File: config.mk
export PLATFORM = sky130hd
export DESIGN_NAME = alarm_clock_menu_controller_top
export DESIGN_NICKNAME = d
export VERILOG_FILES = /design/src/acmc_pkg.sv /design/src/acmc_update.sv /design/src/alarm_clock_menu_controller_top.sv
export SDC_FILE = /design/constraint.sdc
export NUM_CORES = 1
export LEC_CHECK = 0
export BUFFER_PORTS_ARGS = -buffer_cell sky130_fd_sc_hd__clkbuf_2
export CAP_MARGIN = 20
export CORE_ASPECT_RATIO = 1.2
export CORE_MARGIN = 2
export CORE_UTILIZATION = 43
export CTS_CLUSTER_SIZE = 8
export DETAILED_ROUTE_END_ITERATION = 8
export GPL_TIMING_DRIVEN = 1
export PLACE_DENSITY_LB_ADDON = 0.08
export REMOVE_ABC_BUFFERS = 1
export SYNTH_ARGS = -nofsm -noshare
export SYNTH_HDL_FRONTEND = slang
export SYNTH_SLANG_ARGS = --single-unit
export TNS_END_PERCENT = 50
File: constraint.sdc
create_clock -name clk -period 3.42 [get_ports clk]
set_clock_uncertainty 0.1 [all_clocks]
set_input_delay 0.342 -clock clk [delete_from_list [all_inputs] [get_ports clk]]
set_output_delay 0.342 -clock clk [all_outputs]
set_load 0.02 [all_outputs]
File: src/acmc_pkg.sv
// shared types, constants and wrap helpers for the alarm clock menu controller
package acmc_pkg;

    localparam int unsigned HOURS_PER_DAY    = 24;
    localparam int unsigned MINUTES_PER_HOUR = 60;
    localparam int unsigned NOTICE_SECONDS   = 4;
    localparam int unsigned RING_SECONDS     = 5;

    localparam logic [4:0] MAX_HOUR   = 5'(HOURS_PER_DAY - 1);
    localparam logic [5:0] MAX_MINUTE = 6'(MINUTES_PER_HOUR - 1);

    typedef enum logic [2:0] {
        OP_MENU       = 3'd0,
        OP_OK         = 3'd1,
        OP_PLUS       = 3'd2,
        OP_MINUS      = 3'd3,
        OP_TICK       = 3'd4,
        OP_LOAD_TIME  = 3'd5,
        OP_LOAD_ALARM = 3'd6
    } op_t;

    typedef enum logic [3:0] {
        MODE_SHOW     = 4'd0,
        MODE_SET      = 4'd1,
        MODE_SET_HOUR = 4'd2,
        MODE_SET_MIN  = 4'd3,
        MODE_AL       = 4'd4,
        MODE_AL_HOUR  = 4'd5,
        MODE_AL_MIN   = 4'd6,
        MODE_RING     = 4'd7,
        MODE_OFF      = 4'd8
    } mode_t;

    typedef struct packed {
        mode_t       mode;
        logic [4:0]  hour;
        logic [5:0]  minute;
        logic [5:0]  second;
        logic [4:0]  wake_hour;
        logic [5:0]  wake_minute;
        logic        suppress;
        logic [2:0]  notice;
        logic [2:0]  ring;
    } clk_state_t;

    function automatic logic [4:0] hour_up(input logic [4:0] v);
        logic [5:0] s;
        s = {1'b0, v} + 6'd1;
        return (s >= 6'(HOURS_PER_DAY)) ? 5'd0 : s[4:0];
    endfunction

    function automatic logic [4:0] hour_down(input logic [4:0] v);
        return (v == 5'd0 || v > MAX_HOUR) ? MAX_HOUR : v - 5'd1;
    endfunction

    function automatic logic [5:0] minute_up(input logic [5:0] v);
        logic [6:0] s;
        s = {1'b0, v} + 7'd1;
        return (s >= 7'(MINUTES_PER_HOUR)) ? 6'd0 : s[5:0];
    endfunction

    function automatic logic [5:0] minute_down(input logic [5:0] v);
        return (v == 6'd0 || v > MAX_MINUTE) ? MAX_MINUTE : v - 6'd1;
    endfunction

    function automatic logic [4:0] sat_hour(input logic [4:0] v);
        return (v > MAX_HOUR) ? MAX_HOUR : v;
    endfunction

    function automatic logic [5:0] sat_minute(input logic [5:0] v);
        return (v > MAX_MINUTE) ? MAX_MINUTE : v;
    endfunction

endpackage

File: src/acmc_update.sv
// next-state logic: applies one event to the clock state
module acmc_update (
    input  acmc_pkg::clk_state_t cur,
    input  logic [2:0]           op,
    input  logic [4:0]           hour,
    input  logic [5:0]           minute,
    input  logic [5:0]           second,
    input  logic                 alarm_enable,
    output acmc_pkg::clk_state_t nxt
);
    import acmc_pkg::*;

    logic adj_up;

    assign adj_up = (op == OP_PLUS);

    always_comb
    begin
        nxt = cur;
        unique case (op_t'(op))
            OP_MENU:
            begin
                if (cur.mode == MODE_SHOW)
                begin
                    nxt.mode = MODE_SET;
                end
                else if (cur.mode == MODE_SET)
                begin
                    nxt.mode = MODE_AL;
                end
            end
            OP_OK:
            begin
                unique case (cur.mode)
                    MODE_SET:      nxt.mode = MODE_SET_HOUR;
                    MODE_SET_HOUR: nxt.mode = MODE_SET_MIN;
                    MODE_SET_MIN:  nxt.mode = MODE_SHOW;
                    MODE_AL:
                    begin
                        if (!alarm_enable)
                        begin
                            nxt.mode   = MODE_OFF;
                            nxt.notice = 3'(NOTICE_SECONDS);
                        end
                        else
                        begin
                            nxt.mode = MODE_AL_HOUR;
                        end
                    end
                    MODE_AL_HOUR:  nxt.mode = MODE_AL_MIN;
                    MODE_AL_MIN:   nxt.mode = MODE_SHOW;
                    MODE_RING:
                    begin
                        nxt.mode     = MODE_SHOW;
                        nxt.suppress = 1'b1;
                        nxt.ring     = 3'd0;
                    end
                    default: ;
                endcase
            end
            OP_PLUS, OP_MINUS:
            begin
                unique case (cur.mode)
                    MODE_SET_HOUR:
                        nxt.hour = adj_up ? hour_up(cur.hour) : hour_down(cur.hour);
                    MODE_SET_MIN:
                        nxt.minute = adj_up ? minute_up(cur.minute) : minute_down(cur.minute);
                    MODE_AL_HOUR:
                        nxt.wake_hour = adj_up ? hour_up(cur.wake_hour)
                                               : hour_down(cur.wake_hour);
                    MODE_AL_MIN:
                        nxt.wake_minute = adj_up ? minute_up(cur.wake_minute)
                                                 : minute_down(cur.wake_minute);
                    default: ;
                endcase
            end
            OP_TICK:
            begin
                if (cur.hour == cur.wake_hour && cur.minute == cur.wake_minute)
                begin
                    if (cur.mode == MODE_SHOW && alarm_enable && !cur.suppress)
                    begin
                        nxt.mode = MODE_RING;
                        nxt.ring = 3'(RING_SECONDS);
                    end
                end
                else
                begin
                    nxt.suppress = 1'b0;
                end
                // countdowns run on the values just updated above
                if (nxt.notice > 3'd1)
                begin
                    nxt.notice = nxt.notice - 3'd1;
                end
                else if (nxt.notice == 3'd1)
                begin
                    nxt.mode   = MODE_SHOW;
                    nxt.notice = 3'd0;
                end
                if (nxt.ring > 3'd1)
                begin
                    nxt.ring = nxt.ring - 3'd1;
                end
                else if (nxt.ring == 3'd1)
                begin
                    nxt.mode     = MODE_SHOW;
                    nxt.ring     = 3'd0;
                    nxt.suppress = 1'b1;
                end
            end
            OP_LOAD_TIME:
            begin
                nxt.hour   = sat_hour(hour);
                nxt.minute = sat_minute(minute);
                nxt.second = sat_minute(second);
            end
            OP_LOAD_ALARM:
            begin
                nxt.wake_hour   = sat_hour(hour);
                nxt.wake_minute = sat_minute(minute);
            end
            default: ;
        endcase
    end

endmodule

File: src/alarm_clock_menu_controller_top.sv
// top level of the alarm clock menu controller
// Usage: each input transaction carries one event in op (menu, ok, plus, minus,
// second tick, load time, load alarm) with hour/minute/second used by the loads.
// Every input transaction yields exactly one output transaction holding the
// mode, time, alarm time and buzzer state after that event.
// An input transaction is taken into an input register; once the output register
// is free or being drained, the state update is applied and the result lands in
// the output register. One transaction per cycle is sustained while out_stall is
// low, since the state registers update together with the result register.
// When out_stall holds the output register, the input register keeps its item
// and in_stall rises once it is full; no transaction is lost or repeated.
// cfg_we/cfg_wdata write alarm_enable; write it only while the block is idle.
// Reset (rst_n low) clears the state to show mode, all times zero, the alarm
// disabled and both valid flags low.
module alarm_clock_menu_controller_top (
    input  logic       clk,
    input  logic       rst_n,
    input  logic       cfg_we,
    input  logic       cfg_wdata,
    input  logic       in_valid,
    output logic       in_stall,
    input  logic [2:0] op,
    input  logic [4:0] hour,
    input  logic [5:0] minute,
    input  logic [5:0] second,
    output logic       out_valid,
    input  logic       out_stall,
    output logic [3:0] mode,
    output logic [4:0] time_hour,
    output logic [5:0] time_minute,
    output logic [5:0] time_second,
    output logic [4:0] wake_hour,
    output logic [5:0] wake_minute,
    output logic       buzzer_on
);
    import acmc_pkg::*;

    logic       alarm_enable_reg;
    logic       in_valid_reg;
    logic [2:0] op_reg;
    logic [4:0] hour_reg;
    logic [5:0] minute_reg;
    logic [5:0] second_reg;
    logic       out_valid_reg;
    clk_state_t state_reg;
    clk_state_t state_next;
    clk_state_t res_reg;
    logic       fire;
    logic       in_take;

    // process the held item when the result register is free or being drained
    assign fire     = in_valid_reg && (!out_valid_reg || !out_stall);
    assign in_stall = in_valid_reg && !fire;
    assign in_take  = in_valid && !in_stall;

    acmc_update u_update (
        .cur          (state_reg),
        .op           (op_reg),
        .hour         (hour_reg),
        .minute       (minute_reg),
        .second       (second_reg),
        .alarm_enable (alarm_enable_reg),
        .nxt          (state_next)
    );

    always_ff @(posedge clk or negedge rst_n)
    begin
        if (!rst_n)
        begin
            alarm_enable_reg <= 1'b0;
            in_valid_reg     <= 1'b0;
            out_valid_reg    <= 1'b0;
            state_reg        <= '{mode: MODE_SHOW, default: '0};
        end
        else
        begin
            if (cfg_we)
            begin
                alarm_enable_reg <= cfg_wdata;
            end
            if (in_take)
            begin
                in_valid_reg <= 1'b1;
            end
            else if (fire)
            begin
                in_valid_reg <= 1'b0;
            end
            if (fire)
            begin
                out_valid_reg <= 1'b1;
                state_reg     <= state_next;
            end
            else if (!out_stall)
            begin
                out_valid_reg <= 1'b0;
            end
        end
    end

    // payload registers
    always_ff @(posedge clk)
    begin
        if (in_take)
        begin
            op_reg     <= op;
            hour_reg   <= hour;
            minute_reg <= minute;
            second_reg <= second;
        end
        if (fire)
        begin
            res_reg <= state_next;
        end
    end

    assign out_valid   = out_valid_reg;
    assign mode        = res_reg.mode;
    assign time_hour   = res_reg.hour;
    assign time_minute = res_reg.minute;
    assign time_second = res_reg.second;
    assign wake_hour   = res_reg.wake_hour;
    assign wake_minute = res_reg.wake_minute;
    assign buzzer_on   = (res_reg.mode == MODE_RING);

    // ring countdown only runs while ringing
    assert property (@(posedge clk) disable iff (!rst_n)
        state_reg.ring != 3'd0 |-> state_reg.mode == MODE_RING)
    else $error("ring countdown active outside ringing mode");

    // off notice countdown only runs in off mode
    assert property (@(posedge clk) disable iff (!rst_n)
        state_reg.notice != 3'd0 |-> state_reg.mode == MODE_OFF)
    else $error("notice countdown active outside off mode");

    // stored time and alarm stay in range
    assert property (@(posedge clk) disable iff (!rst_n)
        state_reg.hour <= MAX_HOUR && state_reg.wake_hour <= MAX_HOUR &&
        state_reg.minute <= MAX_MINUTE && state_reg.wake_minute <= MAX_MINUTE &&
        state_reg.second <= MAX_MINUTE)
    else $error("stored time out of range");

    // a processed item always shows up as a result
    assert property (@(posedge clk) disable iff (!rst_n)
        fire |=> out_valid_reg && res_reg == state_reg)
    else $error("processed item did not reach the result register");

endmodule
==> results.tsv <==
metric	value	unit
P_int	2720	uW
Final HPWL DP	11200	um
PostCTS Resize Cnt	0	
fraction of registers with async set/reset	44.7	%
Mapped Cells	647	
setup TNS	0	ps
Top Metal Used	met4	
sequential power share	41.9	%
first-pass iteration count of the detailed router	8	
Area contributors post-synth	edfxtp_1, dfrtp_1, nand2_1	
Tot GR Track Use	22.0	%
violated checks	hold timing	
syn_area_per_cell	9.08	um2
Non-Filler Instances	862	
switch share	40.3	%
Vias	5234	
CP max stage cell	dfrtp_1	
M1 WL	6880	um
met3 WL	849	um
sequential share of the synthesized area	44.5	%
Cell Rows	46	
register bit total from synthesis	94	
critical path type	reg2reg	
worst skew pair latency	360	ps
Fillers	1279	
Primary FF master, synth	edfxtp_1	
post-synth top area share	26.6	%
I/O pins	61	
CTS tree	yes	
Tcrit/Tclk final	81.4	%
clock slew at reported path FFs	70	ps
Slew Limit Fails	0	
RSZ-0062 raised after global routing	no	
Yosys top cell by area	edfxtp_1	
largest net degree at the start of global routing	29	
power share of the combinational group	36.8	%
Hold Crit Class	in2async	
peak supply drop	0.000358	V
total CTS buffers	9	
worst-path cell chain	inv_1 -> ha_1 -> or3b_1 -> o31a_1 -> a311o_1 -> a221oi_1 -> a21oi_1 -> o21ai_1	
postcts setup bufs	0	
Crit path required time	3610	ps
Sink Count	94	
P_leak	0.00270	uW
crit end category	flip-flop	
hold_ws	-22.6	ps
Post-synth EDFFs	52	
Crit Path Max Fanout	15	
Crit path max-delay family	compound AO/OA/AOI/OAI gates	
routed wire length	15800	um
CTS H-tree depth	3	
Setup WS post-layout	637	ps
footprint of the multi-input gates	0.00297	mm2
worst path bufs/invs	1	
DRC Markers	0	
die area	0.0146	mm2
CP peak stage delay	540	ps
hold-fix buffers at CTS	0	
Fmax	359	MHz
Crit path depth	8	
Worst Setup Start Kind	flip-flop	
Clock power frac	21.3	%
P_sw	1830	uW
internal reg-to-reg setup slack	640	ps
Layout area overhead	12.7	%
WL met2	7730	um
grt total ovfl	0	
Power Density	687	mW/mm2
Antenna diodes	0	
outcome	complete, but fails checks	
crit path time final	2780	ps
vias in the first global route	5100	
gpl congestion	0.939	
post-synthesis cell area	0.00588	mm2
CP arrival	2970	ps
R2R depth	8	
Slew headroom	44.5	%
Root Driver	clkbuf_16	
Die X-Extent	111	um
Final Hold Fails	27	
1st-iter DRT viols	338	
Final nets	727	
share of cells above drive strength 1	17.0	%
CTS max path bufs	2	
final non-filler cell area	0.00663	mm2
final setup vio count	0	
Yosys cell types	74	
number of vias per cell	6.07	
antenna violations before repair	0	
first-pass GRT wire length	25800	um
Antenna Nets Post-Route	0	
Max-Cap Viols	0	
DP Area	0.00634	mm2
area of the core	0.0133	mm2
post-place setup slack	673	ps
Die H	132	um
IO buf count	60	
# placed instances	846	
Starting Density	44.2	%
Reg area	0.00261	mm2
max FFs per register	39	
YS warnings	0	
wire per inst	18.3	um
Worst Max-Slew Pin Slew	832	ps
## metrics by stage
step                utilization (%)  power [uW]
floorplan                         -        3030
CTS                            49.8        4560
global placement               47.7        3550
detailed placement             47.7        3580
global route                   49.8        4850
finish                         49.8        4550
## synthesized netlist by cell type (14+ instances only)
cell type	count
a21oi_1	46
a31oi_1	21
clkbuf_1	36
dfrtp_1	42
edfxtp_1	52
inv_1	23
nand2_1	77
nand3_1	18
nor2_1	51
nor3_1	17
o21ai_0	42
xor2_1	14
## worst register-to-register path: stages, from the launching register on
cell	delay (ps)
dfrtp_1	540
inv_1	190
ha_1	220
or3b_1	410
o31a_1	310
a311o_1	330
a221oi_1	360
a21oi_1	110
o21ai_1	150
## placed cells by master (no fill, tap or decap), drive strengths merged, types with 7 or more instances in the layout
master  Yosys  final
o31ai       7      7
dfrtp      42     42
and3        7      7
nor3       17     17
o211ai      8      8
nand2b     13     13
clkbuf     36     69
a21oi      46     46
a31oi      21     21
xor2       14     14
nand2      77     77
edfxtp     52     52
nand3      18     18
buf        15     22
nor4        7      7
nor2       51     51
o21ai      43     43
ha         12     12
inv        23     27
## logic make-up after synthesis
group | count (synthesis) | share of synthesized area [%]
compound gates | 203 | 23.1
simple gates | 239 | 20.9
buf+inv | 74 | 5.00
xor+xnor | 16 | 2.38
mux | 9 | 1.66
flops | 94 | 44.5
fa+ha+maj | 12 | 2.55
## layout make-up
cell class                 count  share of cell area (%)
multi-input combinational    479                    44.8
sequential                    94                    39.4
timing repair buffer          82                    7.03
clock buffer                   9                    3.40
tap                          168                    3.17
inverter                      23                    1.30
clock inverter                 7                   0.831
## power groups by stage
stage	clock network, uW	registers (uW)	logic, uW
global placement	0	1910	1640
floorplan	0	1950	1080
global route	1040	1960	1860
finish	969	1910	1670
CTS	995	1900	1670
detailed placement	0	1920	1660
## routing by layer
layer,vias up,GRT usage [%]
met2,190,36.7
met4,0,8.75
met1,2530,28.4
li1,2486,-
met5,-,0
met3,28,3.86
## path summary, 6_finish.rpt
kind                                     from             to
worst max-delay path            state_reg[24]  state_reg[29]
max in group asynchronous               rst_n  state_reg[33]
worst min register to register  state_reg[20]  state_reg[20]
worst min-delay path                    rst_n   state_reg[4]
worst max register to register  state_reg[24]  state_reg[29]
min in group clk                    minute[5]  minute_reg[5]
No activity file was read; power rests on OpenSTA's default activity.
